$ cat config.mk
export PLATFORM = sky130hd
export DESIGN_NAME = bitmap_run_allocator
export DESIGN_NICKNAME = d
export VERILOG_FILES = /design/src/rtl/bra_pkg.sv /design/src/rtl/bitmap_run_allocator.sv /design/src/rtl/bra_word_unit.sv
export SDC_FILE = /design/constraint.sdc
export NUM_CORES = 2
export LEC_CHECK = 0
export BUFFER_PORTS_ARGS = -buffer_cell sky130_fd_sc_hd__buf_2
export CAP_MARGIN = 20
export CORE_AREA = 2 2 341 343
export DETAILED_ROUTE_END_ITERATION = 16
export DIE_AREA = 0 0 343 345
export GPL_TIMING_DRIVEN = 0
export PLACE_DENSITY = 0.76
export SLEW_MARGIN = 20
export SYNTH_ARGS = -nofsm -noshare
export SYNTH_HDL_FRONTEND = slang
export SYNTH_SLANG_ARGS = --single-unit
$ cat constraint.sdc
create_clock -name clock -period 15.89 [get_ports clock]
set_input_delay 3.178 -clock clock [delete_from_list [all_inputs] [get_ports clock]]
set_output_delay 3.178 -clock clock [all_outputs]
set_load 0.005 [all_outputs]
$ cat src/rtl/bra_pkg.sv
// Shared types and constants of the bitmap run allocator.
package bra_pkg;

   localparam int WORD_BITS         = 32;
   localparam int DEFAULT_MAP_WORDS = 32;
   localparam logic [5:0]  ACTIVE_RESET = 6'd32;
   localparam logic [31:0] ALL_ONES     = 32'hffff_ffff;

   // Command codes.
   typedef enum logic [3:0] {
      OP_CLEAR       = 4'd0,
      OP_FILL        = 4'd1,
      OP_SEARCH_FWD  = 4'd2,
      OP_SEARCH_REV  = 4'd3,
      OP_SET_BIT     = 4'd4,
      OP_CLEAR_BIT   = 4'd5,
      OP_SET_RUN     = 4'd6,
      OP_CLEAR_RUN   = 4'd7,
      OP_TEST        = 4'd8,
      OP_COUNT_ONES  = 4'd9,
      OP_COUNT_ZEROS = 4'd10,
      OP_XOR_WORD    = 4'd11
   } op_type;

   // Sequencer states.
   typedef enum logic [1:0] {
      ST_INIT,
      ST_IDLE,
      ST_RUN,
      ST_RESP
   } state_type;

   // Controls handed to the word unit.
   typedef struct packed {
      op_type      op;
      logic [9:0]  pos;
      logic [10:0] len;
      logic [31:0] xor_val;
      logic [5:0]  word;
      logic [10:0] carry;
   } unit_ctrl_type;

   // Results of the word unit for one word.
   typedef struct packed {
      logic        hit;
      logic [4:0]  hit_idx;
      logic [10:0] carry;
      logic [31:0] new_word;
      logic [5:0]  ones;
   } unit_out_type;

endpackage

$ cat src/rtl/bitmap_run_allocator.sv
// Bitmap run allocator: one word unit steps through the bitmap memory one word a cycle.
// After reset the block clears every word of its memory before it takes the first
// command. A command then reads the bitmap words it visits one after another, and the
// word unit acts on each word once it is read. Clear, fill and the counts
// visit all active words. A forward search visits the words from the start word up to
// the hit or the last active word. A reverse search visits the words from the top active
// word down to the hit or word 0. Runs visit the words they cover. Bit commands, test and
// xor visit one word. Commands rejected by their bounds, zero-length runs, tests out of
// range and unused codes answer without visiting any word. The rate is set by the single
// read port of the bitmap memory feeding the word unit. The result word is held until
// taken, and no new command is accepted meanwhile.
module bitmap_run_allocator #(
   parameter int MAP_WORDS = bra_pkg::DEFAULT_MAP_WORDS
) (
   input  logic        clock,
   input  logic        reset,
   input  logic        req_valid,
   output logic        req_ready,
   input  logic [3:0]  req_op,
   input  logic [9:0]  req_bit_position,
   input  logic [10:0] req_run_length,
   input  logic [4:0]  req_word_index,
   input  logic [31:0] req_word_value,
   output logic        rsp_valid,
   input  logic        rsp_ready,
   output logic        rsp_status,
   output logic [10:0] rsp_result_value,
   input  logic        csr_wr_en,
   input  logic [5:0]  csr_wr_data
);
   import bra_pkg::*;

   localparam int AW = (MAP_WORDS > 1) ? $clog2(MAP_WORDS) : 1;
   localparam logic [AW-1:0] LAST_ADDR = AW'(MAP_WORDS - 1);

   state_type    state_ff, state_in;
   logic [5:0]   active_ff, active_in;
   op_type       op_ff, op_in;
   logic [9:0]   pos_ff, pos_in;
   logic [10:0]  len_ff, len_in;
   logic [31:0]  xor_ff, xor_in;
   logic [5:0]   iss_ff, iss_in;
   logic [5:0]   left_ff, left_in;
   logic         rev_ff, rev_in;
   logic         dv_ff, dv_in;
   logic [5:0]   dw_ff, dw_in;
   logic [10:0]  carry_ff, carry_in;
   logic [10:0]  acc_ff, acc_in;
   logic         status_ff, status_in;
   logic [10:0]  value_ff, value_in;
   logic [AW-1:0] init_ff, init_in;
   logic [31:0]  rdata_ff;

   logic [31:0]  mem [MAP_WORDS];
   logic         mem_we;
   logic [AW-1:0] mem_waddr;
   logic [31:0]  mem_wdata;

   logic         accept;
   logic [5:0]   words;
   logic [11:0]  size;
   logic [11:0]  end_sum;
   logic [11:0]  last_pos;
   logic [5:0]   pos_word;
   logic         start_run;
   logic         start_fail;
   logic         start_rev;
   logic [5:0]   start_first;
   logic [5:0]   start_count;
   logic [10:0]  start_len;
   logic         done;
   logic [11:0]  base;
   unit_ctrl_type ctrl;
   unit_out_type  ures;
   op_type       req_op_e;

   assign accept    = req_valid && req_ready;
   assign req_ready = (state_ff == ST_IDLE);
   assign rsp_valid = (state_ff == ST_RESP);
   assign rsp_status       = status_ff;
   assign rsp_result_value = value_ff;
   assign req_op_e  = op_type'(req_op);

   // Live word count, clamped to the memory depth.
   always_comb begin
      words = (active_ff == 6'd0) ? 6'd1 : active_ff;
      if (32'(words) > MAP_WORDS) begin
         words = 6'(MAP_WORDS);
      end
      size     = {1'b0, words, 5'b0};
      end_sum  = {2'b0, req_bit_position} + {1'b0, req_run_length};
      last_pos = end_sum - 12'd1;
      pos_word = {1'b0, req_bit_position[9:5]};
   end

   // Decode a command into a word range or an immediate answer.
   always_comb begin
      start_run   = 1'b0;
      start_fail  = 1'b0;
      start_rev   = 1'b0;
      start_first = '0;
      start_count = words;
      start_len   = req_run_length;
      unique case (req_op_e)
         OP_CLEAR, OP_FILL, OP_COUNT_ONES, OP_COUNT_ZEROS: begin
            start_run = 1'b1;
         end
         OP_SEARCH_FWD: begin
            if ((req_run_length != 11'd0) && ({1'b0, req_run_length} < size)
                && ({2'b0, req_bit_position} < size)) begin
               start_run   = 1'b1;
               start_first = pos_word;
               start_count = words - pos_word;
            end else begin
               start_fail = 1'b1;
            end
         end
         OP_SEARCH_REV: begin
            if ((req_run_length != 11'd0) && ({1'b0, req_run_length} < size)) begin
               start_run   = 1'b1;
               start_rev   = 1'b1;
               start_first = words - 6'd1;
            end else begin
               start_fail = 1'b1;
            end
         end
         OP_SET_BIT, OP_CLEAR_BIT: begin
            start_len = 11'd1;
            if ({2'b0, req_bit_position} < size) begin
               start_run   = 1'b1;
               start_first = pos_word;
               start_count = 6'd1;
            end else begin
               start_fail = 1'b1;
            end
         end
         OP_SET_RUN, OP_CLEAR_RUN: begin
            if (end_sum > size) begin
               start_fail = 1'b1;
            end else if (req_run_length != 11'd0) begin
               start_run   = 1'b1;
               start_first = pos_word;
               start_count = last_pos[10:5] - pos_word + 6'd1;
            end
         end
         OP_TEST: begin
            if ({2'b0, req_bit_position} < size) begin
               start_run   = 1'b1;
               start_first = pos_word;
               start_count = 6'd1;
            end
         end
         OP_XOR_WORD: begin
            if ({1'b0, req_word_index} < words) begin
               start_run   = 1'b1;
               start_first = {1'b0, req_word_index};
               start_count = 6'd1;
            end else begin
               start_fail = 1'b1;
            end
         end
         default: begin
            start_fail = 1'b1;
         end
      endcase
   end

   // Word unit on the word read in the previous cycle.
   always_comb begin
      ctrl.op      = op_ff;
      ctrl.pos     = pos_ff;
      ctrl.len     = len_ff;
      ctrl.xor_val = xor_ff;
      ctrl.word    = dw_ff;
      ctrl.carry   = carry_ff;
   end

   bra_word_unit u_word (
      .ctrl (ctrl),
      .data (rdata_ff),
      .res  (ures)
   );

   assign base = {1'b0, dw_ff, 5'b0};

   // Scan ends on a search hit or after the last word read.
   always_comb begin
      done = 1'b0;
      if (dv_ff) begin
         if ((op_ff == OP_SEARCH_FWD || op_ff == OP_SEARCH_REV) && ures.hit) begin
            done = 1'b1;
         end else if (left_ff == 6'd0) begin
            done = 1'b1;
         end
      end
   end

   // Next state.
   always_comb begin
      state_in = state_ff;
      unique case (state_ff)
         ST_INIT: if (init_ff == LAST_ADDR) state_in = ST_IDLE;
         ST_IDLE: begin
            if (accept) state_in = start_run ? ST_RUN : ST_RESP;
         end
         ST_RUN:  if (done) state_in = ST_RESP;
         ST_RESP: if (rsp_ready) state_in = ST_IDLE;
         default: state_in = ST_IDLE;
      endcase
   end

   // Datapath and memory controls.
   always_comb begin
      active_in = csr_wr_en ? csr_wr_data : active_ff;
      op_in     = op_ff;
      pos_in    = pos_ff;
      len_in    = len_ff;
      xor_in    = xor_ff;
      iss_in    = iss_ff;
      left_in   = left_ff;
      rev_in    = rev_ff;
      dv_in     = 1'b0;
      dw_in     = dw_ff;
      carry_in  = carry_ff;
      acc_in    = acc_ff;
      status_in = status_ff;
      value_in  = value_ff;
      init_in   = init_ff;
      mem_we    = 1'b0;
      mem_waddr = AW'(dw_ff);
      mem_wdata = ures.new_word;
      unique case (state_ff)
         ST_INIT: begin
            mem_we    = 1'b1;
            mem_waddr = init_ff;
            mem_wdata = '0;
            init_in   = init_ff + AW'(1);
         end
         ST_IDLE: begin
            if (accept) begin
               op_in     = req_op_e;
               pos_in    = req_bit_position;
               len_in    = start_len;
               xor_in    = req_word_value;
               iss_in    = start_first;
               left_in   = start_count;
               rev_in    = start_rev;
               carry_in  = '0;
               acc_in    = '0;
               status_in = start_fail;
               value_in  = '0;
            end
         end
         ST_RUN: begin
            // Issue the next read.
            if (left_ff != 6'd0) begin
               dv_in   = 1'b1;
               dw_in   = iss_ff;
               iss_in  = rev_ff ? (iss_ff - 6'd1) : (iss_ff + 6'd1);
               left_in = left_ff - 6'd1;
            end
            // Act on the word read last cycle.
            if (dv_ff) begin
               case (op_ff)
                  OP_SEARCH_FWD: begin
                     carry_in = ures.carry;
                     if (ures.hit) begin
                        status_in = 1'b0;
                        value_in  = 11'(base + {7'b0, ures.hit_idx} + 12'd1
                                        - {1'b0, len_ff});
                     end else if (left_ff == 6'd0) begin
                        status_in = 1'b1;
                     end
                  end
                  OP_SEARCH_REV: begin
                     carry_in = ures.carry;
                     if (ures.hit) begin
                        status_in = 1'b0;
                        value_in  = 11'(base + 12'd31 - {7'b0, ures.hit_idx});
                     end else if (left_ff == 6'd0) begin
                        status_in = 1'b1;
                     end
                  end
                  OP_COUNT_ONES: begin
                     acc_in   = acc_ff + {5'b0, ures.ones};
                     value_in = acc_in;
                  end
                  OP_COUNT_ZEROS: begin
                     acc_in   = acc_ff + 11'(7'd32 - {1'b0, ures.ones});
                     value_in = acc_in;
                  end
                  OP_TEST: begin
                     value_in = {10'b0, rdata_ff[5'd31 - pos_ff[4:0]]};
                  end
                  default: begin
                     mem_we = 1'b1;
                  end
               endcase
            end
         end
         ST_RESP: begin
         end
         default: begin
         end
      endcase
   end

   // Control registers.
   always_ff @(posedge clock) begin
      if (reset) begin
         state_ff  <= ST_INIT;
         active_ff <= ACTIVE_RESET;
         init_ff   <= '0;
         dv_ff     <= 1'b0;
      end else begin
         state_ff  <= state_in;
         active_ff <= active_in;
         init_ff   <= init_in;
         dv_ff     <= dv_in;
      end
   end

   // Payload registers.
   always_ff @(posedge clock) begin
      op_ff     <= op_in;
      pos_ff    <= pos_in;
      len_ff    <= len_in;
      xor_ff    <= xor_in;
      iss_ff    <= iss_in;
      left_ff   <= left_in;
      rev_ff    <= rev_in;
      dw_ff     <= dw_in;
      carry_ff  <= carry_in;
      acc_ff    <= acc_in;
      status_ff <= status_in;
      value_ff  <= value_in;
   end

   // Bitmap memory: one write port, one registered read port.
   always_ff @(posedge clock) begin
      if (mem_we) begin
         mem[mem_waddr] <= mem_wdata;
      end
      rdata_ff <= mem[AW'(iss_ff)];
   end

endmodule

$ cat src/rtl/bra_word_unit.sv
// Word unit: run search, run mask, update and population count for one bitmap word.
module bra_word_unit (
   input  bra_pkg::unit_ctrl_type ctrl,
   input  logic [31:0]            data,
   output bra_pkg::unit_out_type  res
);
   import bra_pkg::*;

   logic [31:0] scan_bits;
   logic [31:0] mask;
   logic [11:0] base;
   logic [11:0] pos_x;
   logic [11:0] len_x;
   logic [11:0] end_x;
   logic [11:0] bit_pos;
   logic        seen;
   logic [4:0]  last_one;
   logic [11:0] run;
   logic [5:0]  ones;

   always_comb begin
      base      = {1'b0, ctrl.word, 5'b0};
      pos_x     = {2'b0, ctrl.pos};
      len_x     = {1'b0, ctrl.len};
      end_x     = pos_x + len_x;
      scan_bits = '0;
      mask      = '0;
      seen      = 1'b0;
      last_one  = '0;
      run       = '0;
      ones      = '0;
      bit_pos   = '0;
      res       = '0;

      // Put the bits in scan order; a forward scan treats bits before the start as taken.
      for (int j = 0; j < WORD_BITS; j++) begin
         if (ctrl.op == OP_SEARCH_REV) begin
            scan_bits[j] = data[j];
         end else begin
            scan_bits[j] = data[31-j] | ((base + 12'(j)) < pos_x);
         end
      end

      // Length of the zero run ending at each scan step; the first that reaches len hits.
      for (int j = 0; j < WORD_BITS; j++) begin
         if (scan_bits[j]) begin
            seen     = 1'b1;
            last_one = 5'(j);
            run      = '0;
         end else if (seen) begin
            run = 12'(j) - {7'b0, last_one};
         end else begin
            run = {1'b0, ctrl.carry} + 12'(j) + 12'd1;
         end
         if (!res.hit && (run >= len_x)) begin
            res.hit     = 1'b1;
            res.hit_idx = 5'(j);
         end
      end
      res.carry = run[10:0];

      // Bits of this word that fall inside the run.
      for (int j = 0; j < WORD_BITS; j++) begin
         bit_pos = base + 12'(31 - j);
         mask[j] = (bit_pos >= pos_x) && (bit_pos < end_x);
      end

      // Population count.
      for (int j = 0; j < WORD_BITS; j++) begin
         ones = ones + 6'(data[j]);
      end
      res.ones = ones;

      // Updated word.
      case (ctrl.op)
         OP_CLEAR:                           res.new_word = '0;
         OP_FILL:                            res.new_word = ALL_ONES;
         OP_SET_BIT, OP_SET_RUN:             res.new_word = data | mask;
         OP_CLEAR_BIT, OP_CLEAR_RUN:         res.new_word = data & ~mask;
         OP_XOR_WORD:                        res.new_word = data ^ ctrl.xor_val;
         default:                            res.new_word = data;
      endcase
   end

endmodule

==> summary.txt <==
outcome: complete, no violations
logic gate share of total power: 63.2%
final hold vios: 0
Clock Latency Late Sink: 0.75 ns
VDD IR max: 0.00103 V
Synth top area share: 49.7%
area of the core: 115000 µm²
Post-Syn Area per Cell: 12.9 µm²
Int Pwr: 9.87 mW
Setup violations, final: 0
clock slew at reported path FFs: 0.06 ns
Global Route met3 Usage: 11.4%
Final Cell Area: 77600 µm²
clk sink count: 1180
final setup TNS: 0 ns
Seq pwr share: 21.8%
most frequent cells after synthesis: 1134 x edfxtp_1, 520 x ha_1, 512 x nor2_1, 330 x mux4_2, 301 x a21oi_1
hold buffers post-CTS: 0
Worst R2R End: rsp_result_value[10]
dpl hpwl: 189000 µm
Critical-path top delay cell: nor4_4
Routed WL: 273000 µm
leading area contributor after synthesis: edfxtp_1
WP data required: 16.35 ns
critical path endpoint category: flop
Distinct cells, synth: 113
fin. max-slew vios: 0
worst slew pin tran: 1.32 ns
cell with the most instances after synthesis: edfxtp_1
Crit Path Class: reg -> reg
R2R setup slack: 3.72 ns
Setup crit start kind: flop
vias in the first global route: 51.8k
R2R Path Start: dw_ff[1]
Max FO, Critical Path: 10
DR WL/cell: 37.6 µm
Initial Utilization: 59.5%
max cap viols: 0
routed vias: 53.1k
Post-Synthesis Cells: 5329
met1 Usage GRT: 56.0%
initial antenna violation count: 9
# port buffers: 85
clk buf depth: 3
Final Wtd Congestion: 1.07
relative slew slack: 12.0%
Ports: 87
first-pass GRT wire length: 384000 µm
Nets: 6266
Hold Path End: dw_ff[0]
Post-synth EDFFs: 1134
top post-synthesis cells by area: edfxtp_1 50%, mux4_2 11%, ha_1 9.5%
crit-path max cell delay: 1.00 ns
Hold Path Cell Cnt: 0
f_max: 0.0822 GHz
All-Layer GR Usage: 46.0%
Die X: 343 µm
grt ovf: 0
yosys warns: 0
Tot Pwr: 18.6 mW
fraction of registers with async set/reset: 0%
busiest grt layer: met2
post-placement cell count: 7048
clock skew: 0.0533 ns
DRT Pass-1 Iters: 7
synthesized flop and latch total: 1180
switching part of the total: 46.9%
crit path time final: 12.17 ns
DRC errors left: 0
root buffer cell: clkbuf_16
Die ar.: 118000 µm²
register area share after synthesis: 51.0%
clock power share: 14.9%
cell area power density: 240 nW/µm²
placement row count: 125
unrepaired setup endpoints after global routing: no
Post-Syn Nets: 5954
largest net degree at the start of global routing: 33
CTS resizes: 0
GR Util met2: 70.3%
CTS Buf Count: 111
Worst R2R Path Depth: 35
worst min path class: reg -> reg
CTS tree: done
crit path from: dw_ff[1]
Leak: 28.5 nW
NetSw: 8.73 mW
area delta synth->final: 13.2%
average vias per placed instance: 7.31
htree depth: 3
Finished Core Util: 67.4%
share of layout cells above drive strength 1: 16.4%
1st-iter DRT viols: 8460
ant diodes: 0
crit path DAT: 12.63 ns
Chip Height: 345 µm
ANT nets after route: 0
Top FF cell, synth: edfxtp_1
fin crit share: 76.6%
Min-Delay Startpoint: iss_ff[0]
postcts setup bufs: 0
Synth Cell Area: 68500 µm²
Post-Layout Cell Count: 7258
placed cell area: 73800 µm²
## final cells by class
type / count / area (µm²)
Buffer: 261 / 1070
Clock buffer: 133 / 2890
Clock inverter: 73 / 805
Fill cell: 7854 / 37500
Inverter: 187 / 702
Multi-Input combinational cell: 3701 / 32500
Sequential cell: 1180 / 35000
Tap cell: 1524 / 1910
Timing Repair Buffer: 199 / 2690
## worst max-delay path: cells and delay by family (launching register included)
kind	cells	cell delay (ns)
DFF	1	0.61
and+or+nand+nor	8	3.25
buffers and inverters	2	0.97
adders and majority gates	4	1.21
AOI/OAI and AO/OA	20	5.70
xor gates and xnor gates	1	0.15
## worst max path at each step
stage | end | slack (ns)
floorplan | rsp_result_value[10] | 7.41
global placement | rsp_result_value[10] | 4.13
detailed placement | rsp_result_value[10] | 4.34
CTS | rsp_result_value[10] | 4.28
global route | rsp_result_value[10] | 3.47
finish | rsp_result_value[10] | 3.72
## cell usage in the layout (no fill, tap or decap), types with 97 or more instances in the layout
| cell type | instances |
|---|---|
| edfxtp_1 | 1134 |
| clkbuf_16 | 111 |
| nor2_1 | 480 |
| nand2_1 | 295 |
| a21oi_1 | 296 |
| a21o_1 | 97 |
| buf_2 | 110 |
| mux4_2 | 330 |
| xor2_1 | 155 |
| xnor2_1 | 179 |
| ha_1 | 520 |
| clkbuf_1 | 205 |
| inv_1 | 172 |
| nor3_1 | 108 |
| o21ai_0 | 165 |
## state kept, by name, indices dropped and copies added (netlist names)
signal and count:
len_ff 11, left_ff 6, acc_ff 11, carry_ff 11, dw_ff 6, mem 1024, state_ff 2, pos_ff 10
init_ff 5, active_ff 6, dv_ff 1, op_ff 4, xor_ff 32, rev_ff 1, rsp_status 1, rsp_result_value 11
rdata_ff 32, iss_ff 6
## metal layers
metal  up-vias  wire, µm
met1     25800     90600
met5         -        92
li1      21200         -
met4        12     27500
met3      1386     32700
met2      4634    122000
## power by group through the flow
stage | clock network, mW | registers (mW) | logic (mW)
final | 2.78 | 4.06 | 11.8
after CTS | 2.77 | 4.04 | 11.6
after detailed placement | 0 | 4.08 | 11.4
after floorplan | 0 | 3.99 | 9.87
after global placement | 0 | 4.10 | 10.8
after global routing | 2.87 | 4.05 | 12.7
## metrics by stage
step / hold slack (ns) / worst slack (ns)
global placement: 0.440 / 4.13
floorplan: 0.424 / 7.41
detailed placement: 0.445 / 4.34
CTS: 0.458 / 4.28
global route: 0.473 / 3.47
finish: 0.461 / 3.72
## cells by family (layout without fill, tap and decap cells)
kind of cell / after synthesis / in the layout / synth area share [%]
adders and majority gates: 552 / 552 / 10.4
muxes: 411 / 411 / 12.1
AOI/OAI and AO/OA: 1082 / 1082 / 10.6
and+or+nand+nor: 1320 / 1320 / 9.06
DFF: 1180 / 1180 / 51.0
buffers and inverters: 448 / 853 / 2.52
xor gates and xnor gates: 336 / 336 / 4.31
No activity file was read; power rests on OpenSTA's default activity.
